### src/sv/phd_pkg.sv
// Package for the pinned-head deque: field widths, operation and status codes,
// and the command/status structs between the controller and the datapath.
// No dependencies.
package phd_pkg;

    localparam int FUNC_W   = 2;
    localparam int VALUE_W  = 32;
    localparam int COUNT_W  = 9;
    localparam int STATUS_W = 2;

    typedef enum logic [FUNC_W-1:0] {
        FUNC_INS_FRONT = 2'd0,
        FUNC_INS_BACK  = 2'd1,
        FUNC_REM_FRONT = 2'd2,
        FUNC_REM_BACK  = 2'd3
    } t_func;

    typedef enum logic [STATUS_W-1:0] {
        STATUS_DONE      = 2'd0,
        STATUS_EMPTY     = 2'd1,
        STATUS_HEAD_ONLY = 2'd2,
        STATUS_FULL      = 2'd3
    } t_status;

    // Controller -> datapath
    typedef struct packed {
        logic grow;     // one more element beside the head
        logic shrink;   // one element fewer beside the head
        logic head_on;  // head present once this cycle's item is done
    } t_dp_cmd;

    // Datapath -> controller
    typedef struct packed {
        logic tail_zero;  // no element beside the head
        logic tail_full;  // head plus ring fill the capacity
    } t_dp_stat;

endpackage

### src/sv/pinned_head_deque.sv
// Top level of the pinned-head deque: controller plus occupancy datapath.
// Depends on phd_pkg, phd_ctrl and phd_datapath.
//
//  channel | signals                        | direction | payload
//  --------+--------------------------------+-----------+-------------------------
//  input   | i_valid / o_ready              | in        | i_func[1:0], i_value[31:0]
//  result  | o_valid / i_ready              | out       | o_count[8:0], o_status[1:0]
//
// One item per cycle while o_ready is high: every operation touches only the
// list state and the occupancy counter, and the result shows in the output
// register on the next cycle. A waiting result does not block the next item once
// i_ready is high; o_ready drops only while a result is held and i_ready is low.
// Reset is synchronous and active low; it empties the list and drops any
// held result.
//
// Stored values are never read back by any operation (removals discard them
// and results carry only count and status), so the block keeps the list's
// occupancy only; i_value has no effect on any result.
module pinned_head_deque #(
    parameter int CAPACITY = 256
) (
    input  logic                          i_clk,
    input  logic                          i_rst_n,
    input  logic                          i_valid,
    output logic                          o_ready,
    input  logic [phd_pkg::FUNC_W-1:0]    i_func,
    input  logic signed [phd_pkg::VALUE_W-1:0] i_value,
    output logic                          o_valid,
    input  logic                          i_ready,
    output logic [phd_pkg::COUNT_W-1:0]   o_count,
    output logic [phd_pkg::STATUS_W-1:0]  o_status
);
    import phd_pkg::*;

    t_dp_cmd             dp_cmd;
    t_dp_stat            dp_stat;
    logic [COUNT_W-1:0]  total_next;

    // Decode, hold list state and the result register
    phd_ctrl u_ctrl (
        .i_clk        (i_clk),
        .i_rst_n      (i_rst_n),
        .i_valid      (i_valid),
        .o_ready      (o_ready),
        .i_func       (i_func),
        .o_valid      (o_valid),
        .i_ready      (i_ready),
        .o_count      (o_count),
        .o_status     (o_status),
        .o_cmd        (dp_cmd),
        .i_stat       (dp_stat),
        .i_total_next (total_next)
    );

    // Advance or retreat the occupancy beside the head
    phd_datapath #(
        .CAPACITY (CAPACITY)
    ) u_datapath (
        .i_clk        (i_clk),
        .i_rst_n      (i_rst_n),
        .i_cmd        (dp_cmd),
        .o_stat       (dp_stat),
        .o_total_next (total_next)
    );

endmodule

### src/sv/phd_datapath.sv
// Occupancy datapath of the pinned-head deque: the count of elements beside
// the head and the element total after each item. Depends on phd_pkg.
module phd_datapath #(
    parameter int CAPACITY = 256
) (
    input  logic                    i_clk,
    input  logic                    i_rst_n,
    input  phd_pkg::t_dp_cmd        i_cmd,
    output phd_pkg::t_dp_stat       o_stat,
    output logic [phd_pkg::COUNT_W-1:0] o_total_next
);
    import phd_pkg::*;

    localparam int TAIL_W = (CAPACITY > 2) ? $clog2(CAPACITY) : 1;
    localparam logic [TAIL_W-1:0] TAIL_MAX = TAIL_W'(CAPACITY - 1);

    logic [TAIL_W-1:0] r_tail;
    logic [TAIL_W-1:0] n_tail;
    logic [TAIL_W:0]   total;

    always_comb begin
        n_tail = r_tail;
        if (i_cmd.grow) begin
            n_tail = r_tail + TAIL_W'(1);
        end else if (i_cmd.shrink) begin
            n_tail = r_tail - TAIL_W'(1);
        end
    end

    // Total includes the head; masked to the result width.
    assign total        = i_cmd.head_on ? ({1'b0, n_tail} + (TAIL_W+1)'(1)) : '0;
    assign o_total_next = COUNT_W'(total);

    assign o_stat.tail_zero = (r_tail == '0);
    assign o_stat.tail_full = (r_tail == TAIL_MAX);

    always_ff @(posedge i_clk) begin
        if (!i_rst_n) begin
            r_tail <= '0;
        end else begin
            r_tail <= n_tail;
        end
    end

endmodule

### src/sv/phd_ctrl.sv
// Controller of the pinned-head deque: list state machine, operation decode
// and the registered result stage. Depends on phd_pkg.
module phd_ctrl (
    input  logic                          i_clk,
    input  logic                          i_rst_n,
    input  logic                          i_valid,
    output logic                          o_ready,
    input  logic [phd_pkg::FUNC_W-1:0]    i_func,
    output logic                          o_valid,
    input  logic                          i_ready,
    output logic [phd_pkg::COUNT_W-1:0]   o_count,
    output logic [phd_pkg::STATUS_W-1:0]  o_status,
    output phd_pkg::t_dp_cmd              o_cmd,
    input  phd_pkg::t_dp_stat             i_stat,
    input  logic [phd_pkg::COUNT_W-1:0]   i_total_next
);
    import phd_pkg::*;

    typedef enum logic {
        ST_EMPTY,
        ST_HEADED
    } t_state;

    t_state               r_state, n_state;
    logic                 r_valid;
    logic [COUNT_W-1:0]   r_count;
    t_status              r_status, n_status;
    logic                 accept;
    logic                 is_insert;

    assign o_ready   = !r_valid || i_ready;
    assign accept    = i_valid && o_ready;
    assign is_insert = (t_func'(i_func) == FUNC_INS_FRONT) ||
                       (t_func'(i_func) == FUNC_INS_BACK);

    always_comb begin
        n_state       = r_state;
        n_status      = STATUS_DONE;
        o_cmd.grow    = 1'b0;
        o_cmd.shrink  = 1'b0;
        if (accept) begin
            unique case (t_func'(i_func))
                FUNC_INS_FRONT, FUNC_INS_BACK: begin
                    if (r_state == ST_EMPTY) begin
                        n_state = ST_HEADED;
                    end else if (i_stat.tail_full) begin
                        n_status = STATUS_FULL;
                    end else begin
                        o_cmd.grow = 1'b1;
                    end
                end
                FUNC_REM_FRONT, FUNC_REM_BACK: begin
                    if (r_state == ST_EMPTY) begin
                        n_status = STATUS_EMPTY;
                    end else if (i_stat.tail_zero) begin
                        n_status = STATUS_HEAD_ONLY;
                    end else begin
                        o_cmd.shrink = 1'b1;
                    end
                end
                default: begin
                    n_status = STATUS_DONE;
                end
            endcase
        end
        o_cmd.head_on = (r_state == ST_HEADED) || (accept && is_insert);
    end

    always_ff @(posedge i_clk) begin
        if (!i_rst_n) begin
            r_state  <= ST_EMPTY;
            r_valid  <= 1'b0;
            r_status <= STATUS_DONE;
            r_count  <= '0;
        end else begin
            r_state <= n_state;
            if (accept) begin
                r_valid  <= 1'b1;
                r_count  <= i_total_next;
                r_status <= n_status;
            end else if (i_ready) begin
                r_valid <= 1'b0;
            end
        end
    end

    assign o_valid  = r_valid;
    assign o_count  = r_count;
    assign o_status = r_status;

endmodule

### config.mk
export PLATFORM = sky130hd
export DESIGN_NAME = pinned_head_deque
export DESIGN_NICKNAME = d
export VERILOG_FILES = /design/src/sv/phd_pkg.sv /design/src/sv/pinned_head_deque.sv /design/src/sv/phd_datapath.sv /design/src/sv/phd_ctrl.sv
export SDC_FILE = /design/constraint.sdc
export NUM_CORES = 1
export LEC_CHECK = 0
export BUFFER_PORTS_ARGS = -buffer_cell sky130_fd_sc_hd__buf_2
export CELL_PAD_IN_SITES_DETAIL_PLACEMENT = 2
export CELL_PAD_IN_SITES_GLOBAL_PLACEMENT = 2
export CORE_MARGIN = 4
export CORE_UTILIZATION = 27
export CTS_CLUSTER_SIZE = 30
export DETAILED_ROUTE_END_ITERATION = 10
export PLACE_DENSITY = 0.91
export SYNTH_ARGS = -nofsm -noshare
export SYNTH_HDL_FRONTEND = slang
export SYNTH_HIERARCHICAL = 1
export SYNTH_SLANG_ARGS = --single-unit
### constraint.sdc
create_clock -name i_clk -period 4.4 [get_ports i_clk]
set_clock_uncertainty 0.2 [all_clocks]
set_input_delay 0.88 -clock i_clk [delete_from_list [all_inputs] [get_ports i_clk]]
set_output_delay 0.88 -clock i_clk [all_outputs]
set_load 0.05 [all_outputs]
== After elaboration in Yosys (flattened, before gate mapping) ==
Cells that the tools add are included.

* Add/subtract/negate cells: 3
* Multipliers: 0
* Div/mod/pow operators: 0
* $lt $le $gt $ge: 0
* Equal/unequal tests: 4
* Shifts and indexed selects: 0
* Muxes and demuxes: 17
* Bitwise operators: 0
* Reductions and logical operators: 12

{| class="wikitable"
|+ Operators by type and width
! cell !! number
|-
| 8-bit 2-to-1 mux || 2
|-
| 2-bit 2-to-1 mux || 5
|-
| 8-bit by 1-bit adder with 9-bit output, second input constant || 1
|-
| 9-bit 2-to-1 mux || 1
|-
| 8-bit by 1-bit adder with 8-bit output, second input constant || 1
|-
| 8-bit equality test, second input constant || 1
|-
| 8-bit zero test || 1
|-
| 1-bit 2-to-1 mux || 8
|-
| 8-bit by 1-bit subtractor with 8-bit output, second input constant || 1
|-
| 2-bit equality test, second input constant || 2
|-
| 2-bit case mux with 2 select lines || 1
|-
| 2-bit OR reduction || 2
|-
| 1-bit logical OR || 3
|-
| 2-bit by 1-bit equality test with 1-bit output, second input constant || 1
|-
| 1-bit logical AND || 2
|-
| 2-bit zero test || 1
|-
| 2-bit AND reduction || 1
|-
| 2-bit nonzero test || 1
|-
| 1-bit zero test || 1
|}

* Register bits: 21
* Latch bits: 0
* RAM bits: 0
* Bits in read-only memories: 0
* Input bits: 38
* Output and inout port bits: 13
* Memories kept: 0

== Logic depth before layout (Yosys ltp) ==
* Word-level depth: 9
* Mapped depth: 14
* Mapped depth without buffers: 13

== By module ==
The synthesis kept the hierarchy.

{| class="wikitable"
|+ Modules (own cells, without submodules)
! module !! times used !! cells an instance !! area an instance (µm²) !! sequential area each (µm²)
|-
| phd_datapath || 1 || 83 || 711.9 || 160.2
|-
| phd_ctrl || 1 || 67 || 573.0 || 260.2
|}

== Worst setup path after synthesis ==
Ideal clock, no wire load.

* Path kind: input-to-reg
* From: in i_valid
* To: reg u_ctrl.r_count[7] (netlist: u_ctrl/o_count[7])
* Setup time: 0.070 ns
* Data arrival time: 3.146 ns
* Setup slack: 0.983 ns
* Stages: 11
* Buffers on the path: 1
* Cell sequence: buf_4 nand3_1 nor3_1 or4b_1 o22ai_2 xor2_2 nand4_1 or3_1 a21boi_1 nand3_1 a21oi_1

{| class="wikitable"
|+ RTL lines
! element !! RTL line !! RTL
|-
| start, declared || pinned_head_deque.sv:24 || <nowiki>input logic i_valid,</nowiki>
|-
| end signal, assigned || phd_ctrl.sv:79 || <nowiki>r_count <= i_total_next;</nowiki>
|-
| end, declared || phd_ctrl.sv:26 || <nowiki>logic [COUNT_W-1:0] r_count;</nowiki>
|}

==> metrics <==
routed wire length=3.70 mm; WP data required=about 4.4 ns; Die Width=about 77 µm; Final period util=0.860; postcts setup bufs=0; Crit Path Class=reg2reg; asr flop ratio synth=0; post-synthesis sequential area ratio=0.327; gr usage total=0.132; routing usage on met2=0.241; Post-DP HPWL=between 2 and 3 mm; DR vias=around 1200; Hold Fails Final Rpt=0; Cell Area, Synth=between 1000 and 1500 µm²; Post-CTS Hold Buffers=0; syn_area_per_cell=8.57 µm²; Slew Viols, Final=0; Syn Inst Count=150; setup TNS=0 ns; Worst path most repeated cell=or3_1; crit path buf inv count=0; Initial Util=0.287; initial antenna violation count=0; drt initial violations=20; crit path max-delay cell type=nor3_1; slew margin rel.=0.459; RD Place Congestion=slightly below 0.8; Unique masters post-synth=43; CP peak stage delay=~0.66 ns; M3 GR Usage=0.0246; # fillers=519; Max Cap Viol=0; sequence of cells on the critical path=or3_1 > nor2_1 > and3_1 > nor3_1 > or4b_1 > o22ai_2 > xor2_2 > nand4_1 > or3_1 > a21boi_1 > nand3_1 > a21oi_1; Seq cells post-synth=21; RSZ-0062 raised after global routing=false; root buf cell=clkbuf_8; number of global-route vias before repair=1297; DRT antenna net count=0; Clock Sinks=21; GRT busiest layer=met2; final setup vio count=0; Synth Flop Type=dfxtp_1; drt drc=0; largest net degree at the start of global routing=15; CP Launch Type=flop; Synth Net Count=about 190; Pre-antenna DRT Iters=4; TritonCTS Buffers=3; Worst Tran Pin Value=between 0.8 and 0.9 ns; clock buffer depth=2; Net count, final=around 210; post-cts resize count=0; grt met1 use=0.154; later-pin clock latency in the skew report=0.27 ns; num rows=24; Crit path arrival time=about 3.8 ns; global-route wire length before repair=between 6 and 7 mm; CTS H-tree lvls=1; crit path capture type=flop; crit-path max FO=8; PD cells=259 nW/µm²; CTS clk-pin slew, worst paths=0.09 ns; vias per cell=5.31; VDD IR max=roughly 120 µV; Achievable Freq=between 0.2 and 0.3 GHz; fraction of layout cells with a size suffix above 1=0.213; Area Growth Syn to Fin=13.5%; Leak=0.607 nW; Crit path max-delay family=simple AND/OR/NAND/NOR gates; die area=5930 µm²; Port-buffer cells=17; Final Instance Count excl. Fillers=approximately 220; CTS tree=built; grt ovf=0; wire per inst=16.7 µm; Die Ht=around 77 µm; Hold WC Path Type=reg2reg; I/O pins=51; Tmin final=approximately 3.8 ns; placed instance count=roughly 220; Post-synth EDFFs=0; status=finished, final reports clean; Antenna Cells=0; CORE AREA=~4500 µm²; Ys Warns=6
[Yosys cell counts (3+ instances only)]
| cell type | n | area, µm² |
|---|---|---|
| ha_1 | 4 | 50.1 |
| buf_6 | 3 | 33.8 |
| nand3_1 | 15 | 75.1 |
| nor2_1 | 9 | 33.8 |
| dfxtp_1 | 21 | 420 |
| nand4_1 | 3 | 18.8 |
| o21ai_1 | 4 | 20.0 |
| o21ai_0 | 6 | 30.0 |
| and3_1 | 3 | 18.8 |
| a21oi_1 | 11 | 55.1 |
| xnor2_1 | 6 | 52.6 |
| xor2_2 | 3 | 48.8 |
| inv_1 | 5 | 18.8 |
| and2_1 | 16 | 100 |
| nand2_1 | 6 | 22.5 |
[worst paths after layout]
check,slack [ns],cells after the start,from,end
worst max-delay path,0.61,12,u_datapath/r_tail[3],u_ctrl/o_count[7]
worst min register to register,0.29,2,u_ctrl/o_count[0],u_ctrl/o_count[0]
worst min-delay path,0.29,2,u_ctrl/o_count[0],u_ctrl/o_count[0]
worst max register to register,0.61,12,u_datapath/r_tail[3],u_ctrl/o_count[7]
[power by group]
part | switching (W) | leakage, nW | internal (W)
Combinational | 0.0000328 | 0.411 | 0.0000134
Clock | 0.0000725 | 0.0255 | 0.0000633
Sequential | 0.00000268 | 0.170 | 0.000193
[registers in the layout (all words and copies together) (netlist names)]
signal             count
u_ctrl/o_count         9
u_datapath/r_tail      8
u_ctrl/o_status        2
u_ctrl/o_valid         1
u_ctrl/r_state         1
[worst register-to-register path: cells and delay by family (launching register included)]
family	cells	cell delay (ns)
AND/OR/NAND/NOR	8	2.31
flip-flops	1	0.51
AO/OA/AOI/OAI	3	0.44
XOR/XNOR	1	0.26
[routing by layer]
metal	routed length, µm	vias up
li1	-	557
met4	31	0
met1	1580	593
met2	1940	20
met3	149	4
met5	0	-
[placed cells by master (no fill, tap or decap), types with 2 or more instances in the layout]
cell type and instances:
xor2_1 2, and3_1 3, nor3_1 2, o21ai_1 4
or3_1 2, ha_1 4, nand2b_1 2, and2_1 16
mux2i_1 2, nand3_1 15, o21ai_0 6, dfxtp_1 21
nor2_1 9, inv_2 2, nand4_1 3, buf_2 17
clkbuf_8 3, inv_1 5, nand2_1 6, buf_4 4
xor2_2 3, a21oi_1 11, xnor2_1 6
[kinds of logic after synthesis]
group | synth area share
xor+xnor | 0.0925
flops | 0.327
compound gates | 0.158
mux | 0.0156
simple gates | 0.307
buf+inv | 0.0613
fa+ha+maj | 0.0389
[per-stage QoR]
step	instance area [µm²]	hold WS, ns	power, W	worst slack, ns	utilization
global placement	1410	0.260	0.000245	0.517	0.316
detailed placement	1410	0.272	0.000247	0.397	0.316
CTS	1460	0.288	0.000387	0.599	0.326
finish	1460	0.286	0.000378	0.614	0.326
floorplan	1280	0.307	0.000234	0.983	-
global route	1460	0.306	0.000399	0.331	0.326
[final cells by class]
class,instances,area (µm²),share of cell area
clock buffer,3,41.3,0.0283
clock inverter,1,5.00,0.00343
inverter,7,26.3,0.0180
sequential,21,420,0.288
timing repair buffer,21,115,0.0789
tap,52,65.1,0.0446
multi-input combinational,116,786,0.539
No activity file was read; power rests on OpenSTA's default activity.
